===== src/rtl/aips_pkg.sv =====
// ----------------------------------------------------------------------------
// aips_pkg: shared types and constants of the ATA identify probe sequencer
// Payload structs, result templates and the controller-to-datapath command
// and status groups.
// ----------------------------------------------------------------------------
`default_nettype none

package aips_pkg;

	localparam int TableDrivesDefault = 4;
	localparam int IdentifyWords      = 256;
	localparam int WordAddrW          = $clog2(IdentifyWords);

	localparam logic [15:0] BusyPollReset  = 16'd29999;
	localparam logic [15:0] ReadyPollReset = 16'd1000;

	// Configuration register indexes.
	localparam logic CfgBusyPollLimit  = 1'b0;
	localparam logic CfgReadyPollLimit = 1'b1;

	// Port bases.
	localparam logic [9:0] IoPrimary    = 10'h1F0;
	localparam logic [9:0] IoSecondary  = 10'h170;
	localparam logic [9:0] CtlPrimary   = 10'h3F6;
	localparam logic [9:0] CtlSecondary = 10'h376;

	// Result kinds.
	localparam logic [2:0] KindByteWrite = 3'd0;
	localparam logic [2:0] KindByteRead  = 3'd1;
	localparam logic [2:0] KindWordRead  = 3'd2;
	localparam logic [2:0] KindModel     = 3'd3;
	localparam logic [2:0] KindSerial    = 3'd4;
	localparam logic [2:0] KindSummary   = 3'd5;

	// Summary outcomes.
	localparam logic [2:0] OutFound        = 3'd0;
	localparam logic [2:0] OutResetTimeout = 3'd1;
	localparam logic [2:0] OutBusyTimeout  = 3'd2;
	localparam logic [2:0] OutNoDevice     = 3'd3;
	localparam logic [2:0] OutDeviceError  = 3'd4;
	localparam logic [2:0] OutReadyTimeout = 3'd5;

	// Identify word positions.
	localparam logic [WordAddrW-1:0] WordSerial   = 8'd10;
	localparam logic [WordAddrW-1:0] WordModel    = 8'd27;
	localparam logic [WordAddrW-1:0] WordModelEnd = 8'd46;
	localparam logic [WordAddrW-1:0] WordSerialEnd = 8'd19;
	localparam logic [WordAddrW-1:0] WordLba28Lo  = 8'd60;
	localparam logic [WordAddrW-1:0] WordLba28Hi  = 8'd61;
	localparam logic [WordAddrW-1:0] WordFeatures = 8'd83;
	localparam logic [WordAddrW-1:0] WordLba48W0  = 8'd100;
	localparam logic [WordAddrW-1:0] WordLba48W1  = 8'd101;
	localparam logic [WordAddrW-1:0] WordLba48W2  = 8'd102;
	localparam logic [WordAddrW-1:0] WordLba48W3  = 8'd103;

	localparam logic [5:0] ModelLastPos  = 6'd39;
	localparam logic [5:0] SerialLastPos = 6'd19;

	localparam logic [7:0] ByteSpace   = 8'h20;
	localparam logic [7:0] CtlSrst     = 8'h04;
	localparam logic [7:0] SelectBase  = 8'hA0;
	localparam logic [7:0] CmdIdentify = 8'hEC;
	localparam logic [20:0] SizeSat    = 21'h1FFFFF;

	typedef struct packed {
		logic        mode;
		logic        channel;
		logic        drive_select;
		logic [15:0] read_value;
	} in_item_t;

	typedef struct packed {
		logic [2:0]  kind;
		logic [9:0]  port;
		logic [7:0]  value;
		logic [2:0]  outcome;
		logic [20:0] size_mb;
		logic [2:0]  drive_count;
		logic        recorded;
		logic        last;
	} out_item_t;

	// Result templates that the datapath turns into a result item.
	typedef enum logic [3:0] {
		T_CTL_W4,
		T_CTL_W0,
		T_CTL_RD,
		T_ST_RD,
		T_SEL,
		T_TF2,
		T_TF3,
		T_TF4,
		T_TF5,
		T_CMD,
		T_DATA_RD,
		T_STR,
		T_SUM,
		T_FAIL
	} tmpl_t;

	typedef struct packed {
		logic       emit;
		tmpl_t      tmpl;
		logic       last;
		logic [2:0] outcome;
		logic       latch_probe;
		logic       poll_set1;
		logic       poll_inc;
		logic       widx_clr;
		logic       store_we;
		logic       str_rd;
		logic       str_serial;
		logic       spos_clr;
		logic       spos_inc;
	} cmd_t;

	typedef struct packed {
		logic slot_free;
		logic mode;
		logic busy;
		logic err;
		logic drq;
		logic st_zero;
		logic ge_busy;
		logic ge_ready;
		logic last_word;
		logic str_end;
	} stat_t;

endpackage

`default_nettype wire


===== src/rtl/aips_datapath.sv =====
// ----------------------------------------------------------------------------
// aips_datapath: counters, identify store and result register
// Holds the limits, poll and word counters, the identify word memory, the
// capacity and trim captures, and builds each result item from a template.
// ----------------------------------------------------------------------------
`default_nettype none

module aips_datapath #(
	parameter int TABLE_DRIVES = aips_pkg::TableDrivesDefault
) (
	input  wire                 clk,
	input  wire                 arst_n,
	input  wire                 cfg_we,
	input  wire                 cfg_index,
	input  wire  [15:0]         cfg_data,
	input  aips_pkg::in_item_t  item,
	input  aips_pkg::cmd_t      cmd,
	output aips_pkg::stat_t     stat,
	output logic                result_valid,
	input  wire                 result_ready,
	output aips_pkg::out_item_t result
);

	localparam int CW = $clog2(TABLE_DRIVES + 1);
	localparam int AW = aips_pkg::WordAddrW;

	logic [15:0]    busy_lim_q, ready_lim_q, poll_q;
	logic [AW-1:0]  widx_q;
	logic [5:0]     spos_q;
	logic           chan_q, drv_q;
	logic [CW-1:0]  found_q;
	logic           rec_q;
	logic [15:0]    mem [aips_pkg::IdentifyWords];
	logic [15:0]    rdata_q;
	logic [31:0]    lba28_q, lba48_lo_q, lba48_hi_q;
	logic           sup48_q;
	logic [5:0]     model_len_q;
	logic [5:0]     serial_len_q;
	logic           out_valid_q;
	aips_pkg::out_item_t out_q;

	// Configuration registers.
	always_ff @(posedge clk or negedge arst_n) begin
		if (!arst_n) begin
			busy_lim_q  <= aips_pkg::BusyPollReset;
			ready_lim_q <= aips_pkg::ReadyPollReset;
		end else if (cfg_we) begin
			if (cfg_index == aips_pkg::CfgBusyPollLimit) busy_lim_q <= cfg_data;
			else ready_lim_q <= cfg_data;
		end
	end

	// Status seen by the controller.
	always_comb begin
		stat.slot_free = !out_valid_q || result_ready;
		stat.mode      = item.mode;
		stat.busy      = item.read_value[7];
		stat.err       = item.read_value[0];
		stat.drq       = item.read_value[3];
		stat.st_zero   = (item.read_value[7:0] == 8'd0);
		stat.ge_busy   = (poll_q >= busy_lim_q);
		stat.ge_ready  = (poll_q >= ready_lim_q);
		stat.last_word = (widx_q == AW'(aips_pkg::IdentifyWords - 1));
		stat.str_end   = cmd.str_serial ? (spos_q == aips_pkg::SerialLastPos)
		                                : (spos_q == aips_pkg::ModelLastPos);
	end

	// Control counters and probe identity.
	always_ff @(posedge clk or negedge arst_n) begin
		if (!arst_n) begin
			poll_q  <= '0;
			widx_q  <= '0;
			spos_q  <= '0;
			chan_q  <= 1'b0;
			drv_q   <= 1'b0;
			found_q <= '0;
			rec_q   <= 1'b0;
		end else begin
			if (cmd.latch_probe) begin
				chan_q <= item.channel;
				drv_q  <= item.drive_select;
			end
			if (cmd.poll_set1) poll_q <= 16'd1;
			else if (cmd.poll_inc) poll_q <= poll_q + 16'd1;
			if (cmd.widx_clr) widx_q <= '0;
			else if (cmd.store_we) widx_q <= widx_q + AW'(1);
			if (cmd.spos_clr) spos_q <= '0;
			else if (cmd.spos_inc) spos_q <= spos_q + 6'd1;
			// The last word closes the probe and updates the drive table.
			if (cmd.store_we && stat.last_word) begin
				rec_q <= (found_q < CW'(TABLE_DRIVES));
				if (found_q < CW'(TABLE_DRIVES)) found_q <= found_q + CW'(1);
			end
		end
	end

	// Identify store, read one word at a time while strings go out.
	logic [AW-1:0] rd_addr;
	always_comb begin
		if (cmd.str_serial) rd_addr = aips_pkg::WordSerial + AW'(spos_q[5:1]);
		else rd_addr = aips_pkg::WordModel + AW'(spos_q[5:1]);
	end

	always_ff @(posedge clk) begin
		if (cmd.store_we) mem[widx_q] <= item.read_value;
		if (cmd.str_rd) rdata_q <= mem[rd_addr];
	end

	// Capacity words and trailing-space bounds, captured as words arrive.
	logic [AW-1:0] mk, sk;
	assign mk = widx_q - aips_pkg::WordModel;
	assign sk = widx_q - aips_pkg::WordSerial;

	always_ff @(posedge clk) begin
		if (cmd.widx_clr) begin
			model_len_q  <= '0;
			serial_len_q <= '0;
		end else if (cmd.store_we) begin
			if (widx_q >= aips_pkg::WordModel && widx_q <= aips_pkg::WordModelEnd) begin
				if (item.read_value[7:0] != aips_pkg::ByteSpace)
					model_len_q <= {mk[4:0], 1'b0} + 6'd2;
				else if (item.read_value[15:8] != aips_pkg::ByteSpace)
					model_len_q <= {mk[4:0], 1'b0} + 6'd1;
			end
			if (widx_q >= aips_pkg::WordSerial && widx_q <= aips_pkg::WordSerialEnd) begin
				if (item.read_value[7:0] != aips_pkg::ByteSpace)
					serial_len_q <= {sk[4:0], 1'b0} + 6'd2;
				else if (item.read_value[15:8] != aips_pkg::ByteSpace)
					serial_len_q <= {sk[4:0], 1'b0} + 6'd1;
			end
			case (widx_q)
				aips_pkg::WordLba28Lo:  lba28_q[15:0]     <= item.read_value;
				aips_pkg::WordLba28Hi:  lba28_q[31:16]    <= item.read_value;
				aips_pkg::WordFeatures: sup48_q           <= item.read_value[10];
				aips_pkg::WordLba48W0:  lba48_lo_q[15:0]  <= item.read_value;
				aips_pkg::WordLba48W1:  lba48_lo_q[31:16] <= item.read_value;
				aips_pkg::WordLba48W2:  lba48_hi_q[15:0]  <= item.read_value;
				aips_pkg::WordLba48W3:  lba48_hi_q[31:16] <= item.read_value;
				default: ;
			endcase
		end
	end

	// Result item built from the template.
	logic [9:0]  io_base, ctl_base;
	logic [5:0]  cur_len;
	logic [20:0] size_mb;
	logic [CW+2:0] found_ext;
	aips_pkg::out_item_t nxt;

	assign io_base   = chan_q ? aips_pkg::IoSecondary : aips_pkg::IoPrimary;
	assign ctl_base  = chan_q ? aips_pkg::CtlSecondary : aips_pkg::CtlPrimary;
	assign cur_len   = cmd.str_serial ? serial_len_q : model_len_q;
	assign found_ext = {3'b000, found_q};

	always_comb begin
		if (sup48_q) size_mb = (lba48_hi_q != 32'd0) ? aips_pkg::SizeSat : lba48_lo_q[31:11];
		else size_mb = lba28_q[31:11];
	end

	always_comb begin
		nxt      = '0;
		nxt.last = cmd.last;
		case (cmd.tmpl)
			aips_pkg::T_CTL_W4: begin
				nxt.port  = ctl_base;
				nxt.value = aips_pkg::CtlSrst;
			end
			aips_pkg::T_CTL_W0: nxt.port = ctl_base;
			aips_pkg::T_CTL_RD: begin
				nxt.kind = aips_pkg::KindByteRead;
				nxt.port = ctl_base;
			end
			aips_pkg::T_ST_RD: begin
				nxt.kind = aips_pkg::KindByteRead;
				nxt.port = io_base + 10'd7;
			end
			aips_pkg::T_SEL: begin
				nxt.port  = io_base + 10'd6;
				nxt.value = aips_pkg::SelectBase | {3'b000, drv_q, 4'b0000};
			end
			aips_pkg::T_TF2: nxt.port = io_base + 10'd2;
			aips_pkg::T_TF3: nxt.port = io_base + 10'd3;
			aips_pkg::T_TF4: nxt.port = io_base + 10'd4;
			aips_pkg::T_TF5: nxt.port = io_base + 10'd5;
			aips_pkg::T_CMD: begin
				nxt.port  = io_base + 10'd7;
				nxt.value = aips_pkg::CmdIdentify;
			end
			aips_pkg::T_DATA_RD: begin
				nxt.kind = aips_pkg::KindWordRead;
				nxt.port = io_base;
			end
			aips_pkg::T_STR: begin
				nxt.kind = cmd.str_serial ? aips_pkg::KindSerial : aips_pkg::KindModel;
				if (spos_q < cur_len) nxt.value = spos_q[0] ? rdata_q[7:0] : rdata_q[15:8];
			end
			aips_pkg::T_SUM: begin
				nxt.kind        = aips_pkg::KindSummary;
				nxt.outcome     = aips_pkg::OutFound;
				nxt.size_mb     = size_mb;
				nxt.drive_count = found_ext[2:0];
				nxt.recorded    = rec_q;
			end
			aips_pkg::T_FAIL: begin
				nxt.kind        = aips_pkg::KindSummary;
				nxt.outcome     = cmd.outcome;
				nxt.drive_count = found_ext[2:0];
			end
			default: ;
		endcase
	end

	// Output register parts the result side from the work.
	always_ff @(posedge clk or negedge arst_n) begin
		if (!arst_n) out_valid_q <= 1'b0;
		else if (cmd.emit) out_valid_q <= 1'b1;
		else if (result_ready) out_valid_q <= 1'b0;
	end

	always_ff @(posedge clk) begin
		if (cmd.emit) out_q <= nxt;
	end

	assign result_valid = out_valid_q;
	assign result       = out_q;

`ifndef SYNTHESIS
	a_emit_free: assert property (@(posedge clk) disable iff (!arst_n)
		cmd.emit |-> stat.slot_free) else $error("result emitted into a full slot");
	a_spos_range: assert property (@(posedge clk) disable iff (!arst_n)
		spos_q <= aips_pkg::ModelLastPos + 6'd1) else $error("string position overran");
	a_found_range: assert property (@(posedge clk) disable iff (!arst_n)
		found_q <= CW'(TABLE_DRIVES)) else $error("drive count beyond table");
`endif

endmodule

`default_nettype wire


===== src/rtl/aips_ctrl.sv =====
// ----------------------------------------------------------------------------
// aips_ctrl: probe controller
// Tracks the probe phase, decides on each accepted item which results follow,
// and steps the datapath through request sequences and string emission.
// ----------------------------------------------------------------------------
`default_nettype none

module aips_ctrl (
	input  wire             clk,
	input  wire             arst_n,
	input  wire             item_valid,
	output logic            item_ready,
	input  aips_pkg::stat_t stat,
	output aips_pkg::cmd_t  cmd
);

	typedef enum logic [2:0] {
		C_WAIT, C_ONE, C_SEQ, C_STR_RD, C_STR_HI, C_STR_LO, C_SUM
	} cstate_t;

	typedef enum logic [2:0] {
		P_IDLE, P_RST, P_BSY, P_FIRST, P_RDY, P_DATA
	} phase_t;

	cstate_t         state_q;
	phase_t          phase_q;
	aips_pkg::tmpl_t tmpl_q;
	logic [2:0]      outcome_q;
	logic            seq_bsy_q;
	logic [2:0]      step_q;
	logic            serial_q;
	logic            accept;
	logic            seq_end;
	aips_pkg::tmpl_t seq_tmpl;

	assign item_ready = (state_q == C_WAIT);
	assign accept     = item_valid && item_ready;
	assign seq_end    = seq_bsy_q ? (step_q == 3'd6) : (step_q == 3'd2);

	// Request sequences: soft reset, and select plus identify command.
	always_comb begin
		seq_tmpl = aips_pkg::T_ST_RD;
		if (!seq_bsy_q) begin
			case (step_q)
				3'd0:    seq_tmpl = aips_pkg::T_CTL_W4;
				3'd1:    seq_tmpl = aips_pkg::T_CTL_W0;
				default: seq_tmpl = aips_pkg::T_CTL_RD;
			endcase
		end else begin
			case (step_q)
				3'd0:    seq_tmpl = aips_pkg::T_SEL;
				3'd1:    seq_tmpl = aips_pkg::T_TF2;
				3'd2:    seq_tmpl = aips_pkg::T_TF3;
				3'd3:    seq_tmpl = aips_pkg::T_TF4;
				3'd4:    seq_tmpl = aips_pkg::T_TF5;
				3'd5:    seq_tmpl = aips_pkg::T_CMD;
				default: seq_tmpl = aips_pkg::T_ST_RD;
			endcase
		end
	end

	// Commands to the datapath.
	always_comb begin
		cmd            = '0;
		cmd.tmpl       = aips_pkg::T_SUM;
		cmd.str_serial = serial_q;
		case (state_q)
			C_WAIT: begin
				if (accept) begin
					if (!stat.mode) begin
						cmd.latch_probe = 1'b1;
						cmd.poll_set1   = 1'b1;
					end else begin
						case (phase_q)
							P_RST: begin
								if (!stat.busy) cmd.poll_set1 = 1'b1;
								else if (!stat.ge_busy) cmd.poll_inc = 1'b1;
							end
							P_BSY: if (stat.busy && !stat.ge_busy) cmd.poll_inc = 1'b1;
							P_FIRST: if (!stat.st_zero) cmd.poll_set1 = 1'b1;
							P_RDY: begin
								if (!stat.err && stat.drq) cmd.widx_clr = 1'b1;
								else if (!stat.err && !stat.ge_ready) cmd.poll_inc = 1'b1;
							end
							P_DATA: begin
								cmd.store_we = 1'b1;
								cmd.spos_clr = stat.last_word;
							end
							default: ;
						endcase
					end
				end
			end
			C_ONE: begin
				cmd.emit    = stat.slot_free;
				cmd.tmpl    = tmpl_q;
				cmd.outcome = outcome_q;
				cmd.last    = 1'b1;
			end
			C_SEQ: begin
				cmd.emit = stat.slot_free;
				cmd.tmpl = seq_tmpl;
				cmd.last = seq_end;
			end
			C_STR_RD: cmd.str_rd = 1'b1;
			C_STR_HI: begin
				cmd.emit     = stat.slot_free;
				cmd.tmpl     = aips_pkg::T_STR;
				cmd.spos_inc = stat.slot_free;
			end
			C_STR_LO: begin
				cmd.emit     = stat.slot_free;
				cmd.tmpl     = aips_pkg::T_STR;
				cmd.spos_inc = stat.slot_free;
				cmd.spos_clr = stat.slot_free && stat.str_end;
			end
			C_SUM: begin
				cmd.emit = stat.slot_free;
				cmd.tmpl = aips_pkg::T_SUM;
				cmd.last = 1'b1;
			end
			default: ;
		endcase
	end

	// State, phase and the registered template of a single result.
	always_ff @(posedge clk or negedge arst_n) begin
		if (!arst_n) begin
			state_q   <= C_WAIT;
			phase_q   <= P_IDLE;
			tmpl_q    <= aips_pkg::T_SUM;
			outcome_q <= aips_pkg::OutFound;
			seq_bsy_q <= 1'b0;
			step_q    <= '0;
			serial_q  <= 1'b0;
		end else begin
			case (state_q)
				C_WAIT: begin
					if (accept) begin
						if (!stat.mode) begin
							seq_bsy_q <= 1'b0;
							step_q    <= '0;
							phase_q   <= P_RST;
							state_q   <= C_SEQ;
						end else begin
							case (phase_q)
								P_RST: begin
									state_q <= C_ONE;
									if (!stat.busy) begin
										tmpl_q  <= aips_pkg::T_ST_RD;
										phase_q <= P_BSY;
									end else if (stat.ge_busy) begin
										tmpl_q    <= aips_pkg::T_FAIL;
										outcome_q <= aips_pkg::OutResetTimeout;
										phase_q   <= P_IDLE;
									end else begin
										tmpl_q <= aips_pkg::T_CTL_RD;
									end
								end
								P_BSY: begin
									if (!stat.busy) begin
										seq_bsy_q <= 1'b1;
										step_q    <= '0;
										phase_q   <= P_FIRST;
										state_q   <= C_SEQ;
									end else if (stat.ge_busy) begin
										tmpl_q    <= aips_pkg::T_FAIL;
										outcome_q <= aips_pkg::OutBusyTimeout;
										phase_q   <= P_IDLE;
										state_q   <= C_ONE;
									end else begin
										tmpl_q  <= aips_pkg::T_ST_RD;
										state_q <= C_ONE;
									end
								end
								P_FIRST: begin
									state_q <= C_ONE;
									if (stat.st_zero) begin
										tmpl_q    <= aips_pkg::T_FAIL;
										outcome_q <= aips_pkg::OutNoDevice;
										phase_q   <= P_IDLE;
									end else begin
										tmpl_q  <= aips_pkg::T_ST_RD;
										phase_q <= P_RDY;
									end
								end
								P_RDY: begin
									state_q <= C_ONE;
									if (stat.err) begin
										tmpl_q    <= aips_pkg::T_FAIL;
										outcome_q <= aips_pkg::OutDeviceError;
										phase_q   <= P_IDLE;
									end else if (stat.drq) begin
										tmpl_q  <= aips_pkg::T_DATA_RD;
										phase_q <= P_DATA;
									end else if (stat.ge_ready) begin
										tmpl_q    <= aips_pkg::T_FAIL;
										outcome_q <= aips_pkg::OutReadyTimeout;
										phase_q   <= P_IDLE;
									end else begin
										tmpl_q <= aips_pkg::T_ST_RD;
									end
								end
								P_DATA: begin
									if (stat.last_word) begin
										phase_q  <= P_IDLE;
										serial_q <= 1'b0;
										state_q  <= C_STR_RD;
									end else begin
										tmpl_q  <= aips_pkg::T_DATA_RD;
										state_q <= C_ONE;
									end
								end
								default: ;
							endcase
						end
					end
				end
				C_ONE: if (stat.slot_free) state_q <= C_WAIT;
				C_SEQ: begin
					if (stat.slot_free) begin
						if (seq_end) state_q <= C_WAIT;
						else step_q <= step_q + 3'd1;
					end
				end
				C_STR_RD: state_q <= C_STR_HI;
				C_STR_HI: if (stat.slot_free) state_q <= C_STR_LO;
				C_STR_LO: begin
					if (stat.slot_free) begin
						if (stat.str_end && serial_q) state_q <= C_SUM;
						else begin
							if (stat.str_end) serial_q <= 1'b1;
							state_q <= C_STR_RD;
						end
					end
				end
				C_SUM: if (stat.slot_free) state_q <= C_WAIT;
				default: state_q <= C_WAIT;
			endcase
		end
	end

`ifndef SYNTHESIS
	a_str_phase: assert property (@(posedge clk) disable iff (!arst_n)
		(state_q == C_STR_RD) |-> (phase_q == P_IDLE)) else $error("strings during probe");
	a_rd_then_hi: assert property (@(posedge clk) disable iff (!arst_n)
		(state_q == C_STR_RD) |=> (state_q == C_STR_HI)) else $error("read not followed");
	a_step_range: assert property (@(posedge clk) disable iff (!arst_n)
		(state_q == C_SEQ) |-> (step_q <= 3'd6)) else $error("sequence step overran");
`endif

endmodule

`default_nettype wire


===== src/rtl/ata_identify_probe_sequencer.sv =====
// Path: an accepted item's first result passes the controller state register and
//   the output register; each result waits there while the result side stalls.
// One item at a time: the next item is taken only once all results of the last
//   have been emitted; the final data word also brings the model and serial
//   strings, a store read before each pair of string bytes, then the summary.
// Reset: arst_n clears control state at once; no clearing pass is needed.
// ----------------------------------------------------------------------------
// ata_identify_probe_sequencer: ATA PIO identify probe, host side
// Issues reset, poll, select and identify requests, collects the identify
// words and emits model, serial and a capacity summary, or a failure summary.
// ----------------------------------------------------------------------------
`default_nettype none

module ata_identify_probe_sequencer #(
	parameter int TABLE_DRIVES = aips_pkg::TableDrivesDefault
) (
	input  wire                 clk,
	input  wire                 arst_n,
	input  wire                 cfg_we,
	input  wire                 cfg_index,
	input  wire  [15:0]         cfg_data,
	input  wire                 item_valid,
	output logic                item_ready,
	input  aips_pkg::in_item_t  item,
	output logic                result_valid,
	input  wire                 result_ready,
	output aips_pkg::out_item_t result
);

	aips_pkg::cmd_t  cmd;
	aips_pkg::stat_t stat;

	// Sequencing control.
	aips_ctrl u_ctrl (
		.clk        (clk),
		.arst_n     (arst_n),
		.item_valid (item_valid),
		.item_ready (item_ready),
		.stat       (stat),
		.cmd        (cmd)
	);

	// Counters, store and result register.
	aips_datapath #(
		.TABLE_DRIVES (TABLE_DRIVES)
	) u_dp (
		.clk          (clk),
		.arst_n       (arst_n),
		.cfg_we       (cfg_we),
		.cfg_index    (cfg_index),
		.cfg_data     (cfg_data),
		.item         (item),
		.cmd          (cmd),
		.stat         (stat),
		.result_valid (result_valid),
		.result_ready (result_ready),
		.result       (result)
	);

endmodule

`default_nettype wire


===== config.mk =====
export PLATFORM = sky130hd
export DESIGN_NAME = ata_identify_probe_sequencer
export DESIGN_NICKNAME = d
export VERILOG_FILES = /design/src/rtl/aips_pkg.sv /design/src/rtl/aips_datapath.sv /design/src/rtl/aips_ctrl.sv /design/src/rtl/ata_identify_probe_sequencer.sv
export SDC_FILE = /design/constraint.sdc
export NUM_CORES = 2
export LEC_CHECK = 0
export ABC_AREA = 1
export BUFFER_PORTS_ARGS = -buffer_cell sky130_fd_sc_hd__buf_4
export CORE_UTILIZATION = 60
export CTS_CLUSTER_DIAMETER = 30
export DETAILED_ROUTE_END_ITERATION = 8
export PLACE_DENSITY = 0.74
export SYNTH_ARGS = -nofsm -noshare
export SYNTH_HDL_FRONTEND = slang
export SYNTH_SLANG_ARGS = --single-unit
export TNS_END_PERCENT = 20

===== constraint.sdc =====
create_clock -name clk -period 7.76 [get_ports clk]
set_clock_uncertainty 0.05 [all_clocks]
set_input_delay 0.776 -clock clk [delete_from_list [all_inputs] [get_ports clk]]
set_output_delay 0.776 -clock clk [all_outputs]
set_load 0.005 [all_outputs]

# Yosys cells after proc, flatten, opt, wreduce, memory -nomap -nowiden
# Memory sizes are Yosys's and may differ from the RTL's. A register that Yosys moved wholly into a read port is not among the register bits.
# Cells that the tools add are included.
[totals]
ff_bits = 246
n_memories = 1
ramBits = 4096
out_inout_bits = 52
wordCells = 304
[classes]
mux = 115
addsub = 19
bitwise = 2
n_reduce_logical = 55
eq_ne = 70
magnitude_cmp = 8
[memory_table]
columns = ["name", "depth", "word_bits", "rd", "rd_clocked_by_memory_dff", "wr", "line_no", "rtl"]
rows = [
  ["u_dp.mem", 256, 16, 1, 1, 1, "aips_datapath.sv:33", "logic [15:0] mem [aips_pkg::IdentifyWords];"],
]
[ops]
columns = ["op", "count"]
rows = [
  ["3-bit 2-to-1 mux", 33],
  ["10-bit case mux with 8 select lines", 1],
  ["8-bit 2-to-1 mux", 7],
  ["21-bit 2-to-1 mux", 2],
  ["6-bit 2-to-1 mux", 7],
  ["10-bit by 3-bit adder with 10-bit output, second input constant", 4],
  ["8-bit by 7-bit == test with 1-bit output, second input constant", 5],
  ["4-bit 2-to-1 mux", 10],
  ["1-bit 2-to-1 mux", 33],
  ["16-bit >= comparator", 2],
  ["16-bit 2-to-1 mux", 2],
  ["8-bit case mux with 4 select lines", 1],
  ["32-bit nonzero test", 1],
  ["3-bit AND reduction", 9],
  ["3-bit == test, second input constant", 8],
  ["4-bit == test, second input constant", 6],
  ["3-bit case mux with 4 select lines", 2],
  ["4-bit case mux with 6 select lines", 1],
  ["10-bit by 2-bit adder with 10-bit output, second input constant", 2],
  ["2-bit by 1-bit != test with 1-bit output, second input constant", 10],
  ["2-bit != test, second input constant", 10],
  ["4-bit case mux with 5 select lines", 1],
  ["5-bit case mux with 4 select lines", 1],
  ["6-bit by 1-bit adder with 6-bit output, second input constant", 3],
  ["57 further kinds", 108],
]

# Longest topological paths before layout
[depth]
word_depth = 11
mapped_depth = 18
mapped_depth_nobuf = 17

# Hierarchy
# A second synthesis with hierarchy kept.
[hier_totals]
hier_cells = 5232
hier_area_um2 = 56699.4
[modules_own_cells]
columns = ["mod", "seq_area_each_um2", "area_per_inst_um2", "instances", "cells_each"]
rows = [
  ["aips_datapath", 36850.3, 54935.2, 1, 4958],
  ["aips_ctrl", 452.9, 1764.2, 1, 274],
]

# Worst setup path after synthesis
# Ideal clock, no wire load.
[synth_timing]
kind = "input -> register"
startpoint = "in result_ready"
endpoint = "reg u_dp.out_q (netlist bit u_dp.result[0]), enable pin"
arrival_time_ps = 2771
stages = 2
required_time_ps = 7261
slack_ps = 4490
path_cell_list = "nor2_1 > nor2_1"
[synth_rtl]
columns = ["item", "line_no", "rtl"]
rows = [
  ["start: declaration", "ata_identify_probe_sequencer.sv:26", "input wire result_ready,"],
  ["end signal: assignment", "aips_datapath.sv:222", "if (cmd.emit) out_q <= nxt;"],
  ["end: declaration", "aips_datapath.sv:40", "aips_pkg::out_item_t out_q;"],
]

# Worst setup path in the final report
[layout_timing]
startpoint = "reg u_ctrl.serial_q"
endpoint = "reg u_dp.rdata_q[9], read port of u_dp.mem, data pin"
[layout_via]
elab_chain_len = 1
[layout_rtl]
columns = ["item", "line_no", "rtl"]
rows = [
  ["start: declaration", "aips_ctrl.sv:31", "logic serial_q;"],
  ["start signal: assignment", "aips_ctrl.sv:135", "serial_q <= 1'b0;"],
  ["start signal: assignment", "aips_ctrl.sv:207", "serial_q <= 1'b0;"],
  ["start signal: assignment", "aips_ctrl.sv:232", "if (stat.str_end) serial_q <= 1'b1;"],
  ["8-bit 2-to-1 mux", "aips_datapath.sv:100", "if (cmd.str_serial) rd_addr = aips_pkg::WordSerial + AW'(spos_q[5:1]);"],
  ["end: declaration", "aips_datapath.sv:34", "logic [15:0] rdata_q;"],
]
# Every way passes these cells.
# A chain may end at the register's enable or synchronous reset.

==> impl_metrics.csv <==
group,metric,value,unit
outcome,status,"completed",
critical_path,start_kind,"flop",
pwr,p_leak,22.1,nW
pwr,switching_power,8.01,mW
critical_path,cp.required,8240,ps
hold_path,hp-start,"item[16]",
flow_run,drv_cap,0,
grt,grt_usage,31.0,%
finish,nets,4488,
timing,worst_slack,3110,ps
cts,post-cts-setup-buffer-count,0,
yosys,synth_top_area_share,65.9,%
critical_path,crit_path_top_delay_cell,"buf_4",
critical_path,worstPathArrival,5130,ps
floorplan,std_cell_rows,108,
cts,cts_tree,"built",
hold_path,hold_depth,3,
route,wl_per_cell,24.2,microns
yosys,ys_seq_area_share,70.5,%
timing,fin_crit_sh,59.9,%
yosys,yosys_warnings,0,
timing,rsz0062_at_grt,"false",
place,placed_cell_area,54800,sq um
yosys,avgSynthCellArea,12.5,sq um
route,initialDrtViolationCount,4432,
yosys,syn_area,52900,sq um
cts,clock_latency,780,ps
place,place_ws,3240,ps
critical_path,timing.rr.start,"u_ctrl.serial_q$_DFFE_PN0P_",
cts,clkTransAtPathRegs,50,ps
floorplan,fp.dieW,299,microns
pwr,swShare,34.0,%
grt,gr-total-overflow,0,
finish,drive_above_1_share,13.2,%
critical_path,critPathKind,"flop to flop",
route,drt-pass1-iter-count,9,
timing,hold_violations,0,
finish,area_delta_synth_final,17.2,%
place,port_buffers,91,
yosys,synth_seq_cells,1260,
place,hpwl,75100,microns
critical_path,endpoint_kind,"flop",
floorplan,core-area,87000,sq um
place,place_inst,5328,
yosys,yosysUniqueCellTypes,54,
grt,grt_pass1_wl,207000,microns
critical_path,r2r_slack,3110,ps
cts,numCtsBuffers,213,
yosys,postSynth.asyncResetShare,6.90,%
route,ant_nets,0,
grt,antenna_found_initial,1,
floorplan,die_h,299,microns
yosys,synth_nets,4335,
yosys,synth.most_common_cell,"edfxtp_1",
finish,final_core_util,71.2,%
hold_path,hp-class,"input port to flop",
yosys,syn_inst,4236,
pwr,ir_worst_vdd,0.000355,V
timing,setup_viol,0,
pwr,p_per_area,380,nW/um^2
cts,cts_hold_buffers,1,
pwr,p_int,15.6,mW
yosys,synth_common_cells,"edfxtp_1, o211ai_1, nor2_1, nand2_1, nand3_1",
route,wl,139000,microns
timing,slew_headroom,17.6,%
floorplan,start_util,60.8,%
route,drc_errors,0,
cts,clk_path_buf_depth,3,
finish,fin_area,62000,sq um
yosys,synth_top_area_cell,"edfxtp_1",
critical_path,slowest_delay,940,ps
timing,tightestPinTransition,1230,ps
grt,grt_max_degree,161,
critical_path,timing.critical_path.from,"u_ctrl.serial_q$_DFFE_PN0P_",
timing,period_minus_slack,4650,ps
yosys,synth_edf_count,1161,
timing,finalMaxSlewViolations,0,
timing,fin_setup_tns,0,ps
floorplan,io_pins,93,
place,place.gp.congestion,0.910,
pwr,seq_power_share,34.0,%
pwr,power_frac_comb,26.9,%
critical_path,cp_max_fo,129,
critical_path,r2r_cells,12,
finish,final_cells,5723,
cts,cts_root_buffer,"clkbuf_16",
route,vias_per_cell,6.23,
critical_path,cp_cell_sequence,"inv_2, nand2_1, nand2_8, buf_4, buf_4, nand2_1, o211ai_1, o211ai_1, nand3_1, nand3_1, nand3_1, nand2_1",
yosys,ys.flop_type,"edfxtp_1",
cts,cts.sinks,1260,
timing,max_freq,0.215,GHz
cts,cts_resized,0,
floorplan,dieArea,89400,sq um
grt,grt_pass1_vias,34626,
route,via_count,35682,
pwr,clkPwrFrac,39.1,%
cts,h-tree-depth,4,
yosys,synthTopCellsByArea,"edfxtp_1, o211ai_1, nand3_1",
-- routing by layer --
metal / GRT usage [%] / routed length (microns)
met5: 0 / 13
met4: 13.3 / 5250
met3: 7.79 / 15800
met2: 48.7 / 64900
met1: 41.4 / 52600
-- power by group through the flow --
stage          registers (mW)  logic [mW]  clock network (mW)
3_5_place_dp             8.13        6.17                   0
3_3_place_gp             8.12        6.04                   0
5_1_grt                  8.03        6.82                9.60
2_1_floorplan            8.08        4.02                   0
4_1_cts                  8.01        6.23                9.28
6_report                 8.01        6.35                9.23
-- area by class of cell --
cell class	count	area [sq um]
Multi-Input combinational cell	2406	13300
Timing Repair Buffer	194	1510
Antenna cell	1	2.50
Fill cell	5645	25000
Clock buffer	245	5580
Tap cell	1155	1450
Sequential cell	1260	37300
Inverter	314	1190
Clock inverter	148	1620
-- metrics by stage --
stage          hold WS, ps  total power, mW
3_3_place_gp           399             14.2
2_1_floorplan          380             12.1
6_report               172             23.6
3_5_place_dp           411             14.3
5_1_grt                155             24.4
4_1_cts                129             23.5
-- state kept, by name, summed over array words and instances, names as in the netlist, 3 cells and up --
name               cells
u_dp.lba48_lo_q       21
u_dp.result           46
u_dp.ready_lim_q      16
u_dp.busy_lim_q       16
u_dp.spos_q            6
u_dp.lba48_hi_q       32
u_dp.poll_q           16
u_dp.found_q           3
u_ctrl.outcome_q       3
u_dp.rdata_q          16
u_ctrl.phase_q         3
u_dp.model_len_q       6
u_dp.serial_len_q      6
u_ctrl.tmpl_q          4
u_dp.widx_q            8
u_ctrl.state_q         3
u_ctrl.step_q          3
u_dp.lba28_q          21
u_dp.mem            1024
-- final timing paths --
kind                                                      to
max in group asynchronous      u_ctrl.state_q[1]$_DFFE_PN0P_
min reg2reg                u_dp.serial_len_q[4]$_SDFFE_PP0P_
max                                u_dp.rdata_q[9]$_DFFE_PN_
max reg2reg                        u_dp.rdata_q[9]$_DFFE_PN_
min                                   u_dp.drv_q$_DFFE_PN0P_
min in group asynchronous    u_dp.ready_lim_q[2]$_DFFE_PN0P_
-- critical path: cells and delay by family (launching register included) --
family	cells	cell delay [ps]
buffers and inverters	3	1850
AND/OR/NAND/NOR	7	1520
flip-flops	1	530
AO/OA/AOI/OAI	2	280
-- cell families after synthesis --
family	count (synthesis)	share of synthesized area, %
adder cells (fa/ha/maj)	58	1.37
AND/OR/NAND/NOR	1367	11.7
flip-flops	1260	70.5
other	1	0.00709
AO/OA/AOI/OAI	941	11.3
XOR/XNOR	32	0.558
multiplexers	7	0.135
buffers and inverters	570	4.42
-- cell usage in the layout (no fill, tap or decap), drive strengths merged, types with 2 or more instances in the layout --
| cell | Yosys | layout |
|---|---|---|
| o21ai | 372 | 372 |
| xnor2 | 6 | 6 |
| o211ai | 459 | 459 |
| o21a | 2 | 2 |
| xor2 | 26 | 26 |
| edfxtp | 1161 | 1161 |
| dfstp | 18 | 18 |
| o21bai | 33 | 33 |
| clkbuf | 124 | 245 |
| dfrtp | 69 | 69 |
| nand4 | 28 | 28 |
| o221ai | 3 | 3 |
| a31oi | 3 | 3 |
| buf | 132 | 193 |
| ha | 58 | 58 |
| mux2i | 6 | 6 |
| inv | 313 | 333 |
| nor4 | 16 | 16 |
| o22ai | 2 | 2 |
| dfxtp | 12 | 12 |
| or2 | 145 | 145 |
| o31ai | 5 | 5 |
| nor3 | 42 | 42 |
| clkinvlp | 0 | 23 |
| a21oi | 56 | 56 |
| nand3 | 349 | 349 |
| clkinv | 1 | 83 |
| a21o | 3 | 3 |
| nor2 | 401 | 401 |
| bufinv | 0 | 23 |
| nand2 | 382 | 382 |
(Power assumes the default switching activity.)
